$ cat src/bpa_pkg.sv
// Shared types and constants for the buddy page allocator.
// Holds field widths, status codes, datapath commands and controller status.
// Depends on nothing; every other file of the block but bpa_ram uses it.
package bpa_pkg;

    // Fixed field widths
    localparam int CNT_W  = 13;
    localparam int ORD_W  = 4;
    localparam int PIDX_W = 12;
    localparam int ST_W   = 2;
    localparam int CHK_W  = 18;

    // Result status codes
    localparam logic [ST_W-1:0] ST_OK      = 2'd0;
    localparam logic [ST_W-1:0] ST_NOFREE  = 2'd1;
    localparam logic [ST_W-1:0] ST_BADFREE = 2'd2;

    // Item function codes
    localparam logic FUNC_ALLOC = 1'b0;
    localparam logic FUNC_FREE  = 1'b1;

    // Datapath commands issued by the controller
    typedef enum logic [3:0] {
        CMD_NONE,
        CMD_CLEAR,
        CMD_LOAD,
        CMD_UNL_RD,
        CMD_UNL_WR,
        CMD_TOG_RD,
        CMD_TOG_WR,
        CMD_DEC,
        CMD_PUSH_A,
        CMD_PUSH_B
    } dp_cmd_t;

    // Datapath status seen by the controller
    typedef struct packed {
        logic is_free;
        logic ok;
        logic lvl_gt_ord;
        logic can_merge;
        logic bit_old;
        logic clr_done;
    } dp_stat_t;

endpackage

$ cat src/bpa_ctrl.sv
// Controller state machine of the buddy page allocator.
// Sequences datapath commands; uses bpa_pkg for command and status types.
module bpa_ctrl (
    input  logic              clk,
    input  logic              rst_n,
    input  logic              start,
    input  bpa_pkg::dp_stat_t stat,
    output bpa_pkg::dp_cmd_t  cmd,
    output logic              busy,
    output logic              done
);

    typedef enum logic [3:0] {
        S_CLEAR,
        S_IDLE,
        S_EVAL,
        S_UNL_RD,
        S_UNL_WR,
        S_FCHK,
        S_TOG_RD,
        S_TOG_WR,
        S_DEC,
        S_PUSH_A,
        S_PUSH_B,
        S_DONE
    } state_t;

    state_t state_reg;
    state_t state_next;

    // Next state
    always_comb
    begin
        state_next = state_reg;
        unique case (state_reg)
            S_CLEAR:  if (stat.clr_done) state_next = S_IDLE;
            S_IDLE:   if (start) state_next = S_EVAL;
            S_EVAL:
            begin
                if (!stat.ok)
                    state_next = S_DONE;
                else if (stat.is_free)
                    state_next = S_FCHK;
                else
                    state_next = S_UNL_RD;
            end
            S_UNL_RD: state_next = S_UNL_WR;
            S_UNL_WR: state_next = stat.is_free ? S_FCHK : S_TOG_RD;
            S_FCHK:   state_next = stat.can_merge ? S_TOG_RD : S_PUSH_A;
            S_TOG_RD: state_next = S_TOG_WR;
            S_TOG_WR:
            begin
                if (stat.is_free)
                    state_next = stat.bit_old ? S_UNL_RD : S_PUSH_A;
                else
                    state_next = stat.lvl_gt_ord ? S_DEC : S_DONE;
            end
            S_DEC:    state_next = S_PUSH_A;
            S_PUSH_A: state_next = S_PUSH_B;
            S_PUSH_B: state_next = stat.is_free ? S_DONE : S_TOG_RD;
            S_DONE:   state_next = S_IDLE;
            default:  state_next = S_IDLE;
        endcase
    end

    // Hold state; clear the bitmap after reset
    always_ff @(posedge clk or negedge rst_n)
    begin
        if (!rst_n)
        begin
            state_reg <= S_CLEAR;
        end
        else
        begin
            state_reg <= state_next;
        end
    end

    // Decode command for the datapath
    always_comb
    begin
        unique case (state_reg)
            S_CLEAR:  cmd = bpa_pkg::CMD_CLEAR;
            S_IDLE:   cmd = start ? bpa_pkg::CMD_LOAD : bpa_pkg::CMD_NONE;
            S_UNL_RD: cmd = bpa_pkg::CMD_UNL_RD;
            S_UNL_WR: cmd = bpa_pkg::CMD_UNL_WR;
            S_TOG_RD: cmd = bpa_pkg::CMD_TOG_RD;
            S_TOG_WR: cmd = bpa_pkg::CMD_TOG_WR;
            S_DEC:    cmd = bpa_pkg::CMD_DEC;
            S_PUSH_A: cmd = bpa_pkg::CMD_PUSH_A;
            S_PUSH_B: cmd = bpa_pkg::CMD_PUSH_B;
            default:  cmd = bpa_pkg::CMD_NONE;
        endcase
    end

    assign busy = (state_reg != S_IDLE);
    assign done = (state_reg == S_DONE);

endmodule

$ cat config.mk
export PLATFORM = sky130hd
export DESIGN_NAME = bpa_ctrl
export DESIGN_NICKNAME = d
export VERILOG_FILES = /design/src/bpa_pkg.sv /design/src/bpa_ctrl.sv
export SDC_FILE = /design/constraint.sdc
export NUM_CORES = 1
export LEC_CHECK = 0
export ABC_CLOCK_PERIOD_IN_PS = 1420
export BUFFER_PORTS_ARGS = -buffer_cell sky130_fd_sc_hd__buf_2
export CAP_MARGIN = 20
export CORE_AREA = 10 10 47 49
export CTS_CLUSTER_SIZE = 14
export DETAILED_ROUTE_END_ITERATION = 8
export DIE_AREA = 0 0 57 59
export PLACE_DENSITY = 0.72
export SETUP_SLACK_MARGIN = 0.4
export SYNTH_ARGS = -nofsm -noshare
export SYNTH_HDL_FRONTEND = slang
export SYNTH_SLANG_ARGS = --single-unit
$ cat constraint.sdc
create_clock -name clk -period 1.42 [get_ports clk]
set_clock_uncertainty 0.1 [all_clocks]
set_input_delay 0.142 -clock clk [delete_from_list [all_inputs] [get_ports clk]]
set_output_delay 0.142 -clock clk [all_outputs]
set_load 0.05 [all_outputs]
==> out/qor.yml, run 1 <==
run_status:
  status: "finished, violations left"
  violations: "setup timing"
yosys:
  yosys.area.top_type_share: 0.2111
  ys_async_sr_fraction: 1.000
  syn_nets: 72
  synth.most_common_cell: "a21oi_1"
  synth_area_leaders: "dfrtp_1, a21oi_1, buf_6"
  syn_avg_cell_area_um2: 7.527
  ys_seq_area_frac: 0.2111
  synth-edff-count: 0
  yosys_warnings: 0
  yosysTopAreaCell: "dfrtp_1"
  ys_seq_elements: 4
  synth_common_cells: "a21oi_1, nand2_1, dfrtp_1"
  synth_cell_types: 34
  synth_cells: 63
  synthFlopType: "dfrtp_1"
  syn-cell-area_um2: 474.2
final_layout:
  fin_cells: 118
  drive_above_1_share: 0.6275
  fin_nets: 112
  fillCellCount: 113
  finalInstanceArea_um2: 938.4
  area_delta_synth_final_pct: 97.89
  antenna-diode-count: 0
  largest_register_ffs: 4
  regArea_um2: 103.9
  multiInputGateArea_um2: 445.4
die:
  io-pin-count: 15
  rows: 14
  die_h_um: 59
  start_util: 0.3384
  die-area_um2: 3363
  core_area_um2: 1401
  die_x_um: 57
global_routing:
  grt_max_degree: 9
  grt_pass1_vias: 715
  antenna_found_initial: 0
  globalRouteTotalUtil: 0.1082
  grt-ovfl-total: 0
  grt_pass1_wl_mm: 3.015
power:
  ir_drop_mv: 1.311
  power_density_nw_per_um2: 2522
  leakage_nw: 0.4159
  finalPower_mw: 2.367
worst_setup_path:
  path_class: "reg2out"
  r2r-end: "state_reg[1]$_DFFE_PN0P_"
  cp_max_fo: 4
  crit_start: "state_reg[2]$_DFFE_PN0P_"
  r2r_slack_ns: -0.17
  start_kind: "register"
  cp.arrival_ns: 1.42
  cpLargestDelayFamily: "simple AND/OR/NAND/NOR gates"
  reg2reg_depth: 6
  critPathBufInv: 1
  crit_path_end_kind: "output pin"
  timing.rr.start: "state_reg[2]$_DFFE_PN0P_"
  crit_chain: "nand2b_4 > or3_4 > o21ai_4 > buf_6"
  crit_end: "cmd[2]"
  cp_slowest_stage_delay_ns: 0.41
  path_depth: 4
  crit_slowest_cell: "dfrtp_1"
  worst-endpoint-required_ns: 1.18
route:
  drc: 0
  vias_per_cell: 5.585
  firstDrtPassIters: 4
  drtAntennaViolNets: 0
  drt-total-wl_mm: 1.964
  wl_per_cell_um: 16.64
  num_vias: 659
  drt_iter0_markers: 38
placement:
  dpl_cell_area_um2: 718.2
  globalplace.congestion: 0.8634
  dp_cells: 104
  portBuffers: 14
  dpl.hpwl_mm: 1.179
  pre_cts_ws_ns: -0.08613
clocking:
  cts_buffers: 3
  clockRootBuffer: "clkbuf_4"
  clk_latency_ns: 0.24
  clk_pin_slew_worst_paths_ns: 0.04
  htree_num_levels: 1
  cts_buffer_depth: 2
  cts.sinks: 4
  cts_tree: "yes"
timing:
  rsz0062_at_grt: "true"
  period_share: 1.169
  maxSlewHeadroom: 0.8295
  worst_slack_ns: -0.2404
  fmax_mhz: 602.3
  finalHoldViolCount: 0
  period_needed_ns: 1.660
  worst_slew_pin_slew_ns: 0.2538
  drv_slew: 0
  setup_viol: 10
  fin_setup_tns_ns: -1.350
worst_hold_path:
  hold_class: "in2reg"
job:
  max_cap_violations: 0
-- cell usage in the layout (no fill, tap or decap), types with 2 or more instances in the layout --
| master | count |
|---|---|
| nand2b_4 | 4 |
| nand2_1 | 4 |
| inv_1 | 3 |
| nor3_1 | 2 |
| dfrtp_2 | 3 |
| buf_8 | 2 |
| buf_2 | 8 |
| a211oi_2 | 2 |
| clkbuf_4 | 3 |
| buf_4 | 17 |
| o21ai_4 | 3 |
| buf_6 | 11 |
| a21oi_1 | 6 |
| o21ai_1 | 2 |
-- layer usage --
| metal | vias to the layer above | GRT usage | wire length (um) |
|---|---|---|---|
| li1 | 311 | - | - |
| met2 | 37 | 0.1922 | 1045 |
| met3 | 8 | 0.03433 | 138 |
| met4 | 0 | 0.06711 | 79 |
| met1 | 303 | 0.1074 | 700 |
| met5 | - | 0 | 0 |
-- tightest hold or removal path, delay by kind of cell --
family / cells / cell delay (ns)
AOI/OAI and AO/OA: 1 / 0.12
buffers and inverters: 1 / 0.08
and+or+nand+nor: 1 / 0.04
-- cell families after synthesis --
logic type	count (synthesis)	share of synthesized area
DFF	4	0.2111
buffers and inverters	7	0.1029
xor gates and xnor gates	1	0.01847
AOI/OAI and AO/OA	26	0.3536
and+or+nand+nor	25	0.3140
-- through the flow --
stage          utilization  hold slack [ns]
6_report            0.6696          0.09471
5_1_grt             0.6696          0.09216
4_1_cts             0.6464          0.08248
3_5_place_dp        0.5125          -0.1511
3_3_place_gp        0.5125          -0.1547
2_1_floorplan            -          -0.2536
-- area by class of cell --
cell class | instances | area share
inverters | 3 | 0.01200
repair buffers | 39 | 0.3533
multi-input cells | 52 | 0.4747
clock buffers | 4 | 0.02800
flip-flops and latches | 4 | 0.1107
well taps | 16 | 0.02133
-- timing repair --
item                                    in CTS  in global routing
hold buffers                                 1                  0
setup buffers                                7                  2
resized for setup                           30                  6
endpoints found under the setup margin      10                 10
endpoints found under the hold margin        4                  0
pin swaps                                    6                  5
-- how the worst min path moves through the flow --
stage	start	end	cells past startpoint
after floorplan	rst_n	state_reg[0]$_DFFE_PN0P_	0
after global placement	rst_n	state_reg[0]$_DFFE_PN0P_	1
after detailed placement	rst_n	state_reg[2]$_DFFE_PN0P_	1
after CTS	stat[0]	state_reg[0]$_DFFE_PN0P_	3
after global routing	stat[0]	state_reg[0]$_DFFE_PN0P_	3
final	stat[0]	state_reg[0]$_DFFE_PN0P_	3
-- power breakdown --
group | leakage [nW] | internal [mW] | switching (mW)
clock | 0.0150 | 0.106 | 0.0524
combinational | 0.354 | 0.947 | 1.01
sequential | 0.0471 | 0.169 | 0.0870
total | 0.416 | 1.22 | 1.15
No activity file was read; power rests on OpenSTA's default activity.
==> run 2: changes to the inputs <==
--- a/config.mk
+++ b/config.mk
@@ -9,6 +9,7 @@
 export BUFFER_PORTS_ARGS = -buffer_cell sky130_fd_sc_hd__buf_2
 export CAP_MARGIN = 20
 export CORE_AREA = 10 10 47 49
+export CTS_CLUSTER_DIAMETER = 150
 export CTS_CLUSTER_SIZE = 14
 export DETAILED_ROUTE_END_ITERATION = 8
 export DIE_AREA = 0 0 57 59
==> constraint.sdc (replaced) <==
create_clock -name clk -period 1.42 [get_ports clk]
set_clock_uncertainty 0.1 [all_clocks]
set_input_delay 0.213 -clock clk [delete_from_list [all_inputs] [get_ports clk]]
set_output_delay 0.213 -clock clk [all_outputs]
set_load 0.05 [all_outputs]
==> run 2 against run 1 <==
  * The run still ends with setup timing left
  * Sequential power shrank 2%
  * Core utilization up 2.7 points
  * Non-clock buffer count is 3 higher
  * Critical path depth unchanged
  * Worst hold slack improved by 0.080 ns
  * Worst setup slack worse by 0.060 ns
  * Largest power group unchanged
==> out/qor.yml, run 2 (synthesis gave the netlist of run 1 again) <==
run_status:
  status: "finished, violations left"  # unchanged
  violations: "setup timing"  # unchanged
final_layout:
  largest_register_ffs: 4  # unchanged
  antenna-diode-count: 0  # unchanged
  layout_common_cells: "buf_4, buf_6, buf_2"  # unchanged
  regArea_um2: 103.9  # unchanged
  fillCellCount: 105  # was 113
  multiInputGateArea_um2: 460.4  # was 445.4 um2
  fin_nets: 115  # was 112
  drive_above_1_share: 0.6667  # was 0.6275
  mostFrequentLayoutCell: "buf_4"  # unchanged
  fin_util: 0.6964  # was 0.6696
  finalInstanceArea_um2: 975.9  # was 938.4 um2
  area_delta_synth_final_pct: 105.8  # was 97.89%
worst_setup_path:
  crit_path_end_kind: "output pin"  # unchanged
  cp.arrival_ns: 1.41  # was 1.42 ns
  crit_chain: "nand2b_4 > or3_4 > o21ai_4 > buf_6"  # unchanged
  cp_max_fo: 4  # unchanged
  critPathBufInv: 1  # unchanged
  crit_slowest_cell: "dfrtp_1"  # unchanged
  cpLargestDelayFamily: "simple AND/OR/NAND/NOR gates"  # unchanged
  start_kind: "register"  # unchanged
  worst-endpoint-required_ns: 1.11  # was 1.18 ns
  path_class: "reg2out"  # unchanged
  cp_slowest_stage_delay_ns: 0.40  # was 0.41 ns
timing:
  worst_slew_pin_slew_ns: 0.2901  # was 0.2538 ns
  rsz0062_at_grt: "true"  # unchanged
  period_share: 1.212  # was 1.169
  worst_slack_ns: -0.3007  # was -0.2404 ns
  fmax_mhz: 581.2  # was 602.3 MHz
  setup_viol: 8  # was 10
  finalHoldViolCount: 0  # unchanged
  maxSlewHeadroom: 0.8048  # was 0.8295
  drv_slew: 0  # unchanged
  period_needed_ns: 1.721  # was 1.660 ns
global_routing:
  antenna_found_initial: 0  # unchanged
  grt_pass1_wl_mm: 3.042  # was 3.015 mm
  grt_max_degree: 9  # unchanged
  globalRouteTotalUtil: 0.1081  # was 0.1082
  grt_pass1_vias: 690  # was 715
  grt-ovfl-total: 0  # unchanged
clocking:
  clk_latency_ns: 0.24  # about the same
  cts.sinks: 4  # unchanged
  cts_buffers: 3  # unchanged
  cts_buffer_depth: 2  # unchanged
  clockRootBuffer: "clkbuf_4"  # unchanged
  cts_tree: "yes"  # unchanged
  htree_num_levels: 1  # unchanged
  clk_pin_slew_worst_paths_ns: 0.04  # about the same
route:
  drt_iter0_markers: 40  # was 38
  num_vias: 668  # was 659
  vias_per_cell: 5.521  # was 5.585
  drc: 0  # unchanged
  drtAntennaViolNets: 0  # unchanged
  wl_per_cell_um: 15.88  # was 16.64 um
  firstDrtPassIters: 4  # unchanged
  drt-total-wl_mm: 1.922  # was 1.964 mm
placement:
  dpl_cell_area_um2: 763.2  # was 718.2 um2
  portBuffers: 14  # unchanged
  globalplace.congestion: 0.8251  # was 0.8634
  dpl.hpwl_mm: 1.255  # was 1.179 mm
  pre_cts_ws_ns: -0.1431  # was -0.08613 ns
die:
  start_util: 0.3384  # unchanged
  rows: 14  # unchanged
  die_x_um: 57  # unchanged
  die-area_um2: 3363  # unchanged
  die_h_um: 59  # unchanged
  io-pin-count: 15  # unchanged
  core_area_um2: 1401  # unchanged
worst_hold_path:
  hold_class: "in2reg"  # unchanged
power:
  ir_drop_mv: 1.202  # was 1.311 mV
  leakage_nw: 0.4229  # was 0.4159 nW
  power_density_nw_per_um2: 2527  # was 2522 nW/um2
  finalPower_mw: 2.466  # was 2.367 mW
job:
  max_cap_violations: 0  # unchanged
==> run 2: per-layer routing <==
metal / GRT usage / part of all wire / wire, um
met5: 0 / 0 / 0
met4: 0.04027 / 0.0062 / 12
met3: 0.008584 / 0.039 / 75
met2: 0.2155 / 0.57 / 1090
met1: 0.1131 / 0.39 / 744
==> run 2: report_power, final <==
group / switching, mW / leakage [nW] / internal (mW)
clock: 0.0505 / 0.0150 / 0.106
combinational: 1.03 / 0.361 / 1.03
sequential: 0.0821 / 0.0471 / 0.169
==> run 2: layout make-up <==
cell class	instances	area share
multi-input cells	52	0.4718
well taps	16	0.02051
repair buffers	42	0.3628
clock buffers	4	0.02692
flip-flops and latches	4	0.1064
inverters	3	0.01154
==> run 2: worst paths after layout <==
check	end	start	depth (start not counted)	slack (ns)
setup / recovery	cmd[2]	state_reg[2]$_DFFE_PN0P_	4	-0.30
min in group asynchronous	state_reg[2]$_DFFE_PN0P_	rst_n	2	0.22
setup reg to reg	state_reg[0]$_DFFE_PN0P_	state_reg[0]$_DFFE_PN0P_	7	-0.18
hold reg to reg	state_reg[0]$_DFFE_PN0P_	state_reg[3]$_DFFE_PN0P_	2	0.60
max in group asynchronous	state_reg[0]$_DFFE_PN0P_	rst_n	2	0.87
hold / removal	state_reg[0]$_DFFE_PN0P_	stat[0]	3	0.17
==> run 2: worst min-delay path, cell delays in order <==
cell and delay (ns):
buf_2 0.08, nor4_1 0.05, a21oi_1 0.12
==> run 2: timing repair <==
item,CTS,global route
pin swaps,3,2
setup buffers,4,2
endpoints found under the hold margin,4,0
resized for setup,30,6
hold buffers,1,0
endpoints found under the setup margin,10,10
==> run 2: metrics by stage <==
step	TNS [ns]	std cells	hold slack, ns
6_report	-1.694	121	0.1749
5_1_grt	-2.154	121	0.1807
4_1_cts	-1.644	119	0.1769
3_5_place_dp	-0.6304	110	-0.07868
3_3_place_gp	-0.4500	110	-0.08430
2_1_floorplan	-0.1298	63	-0.1826
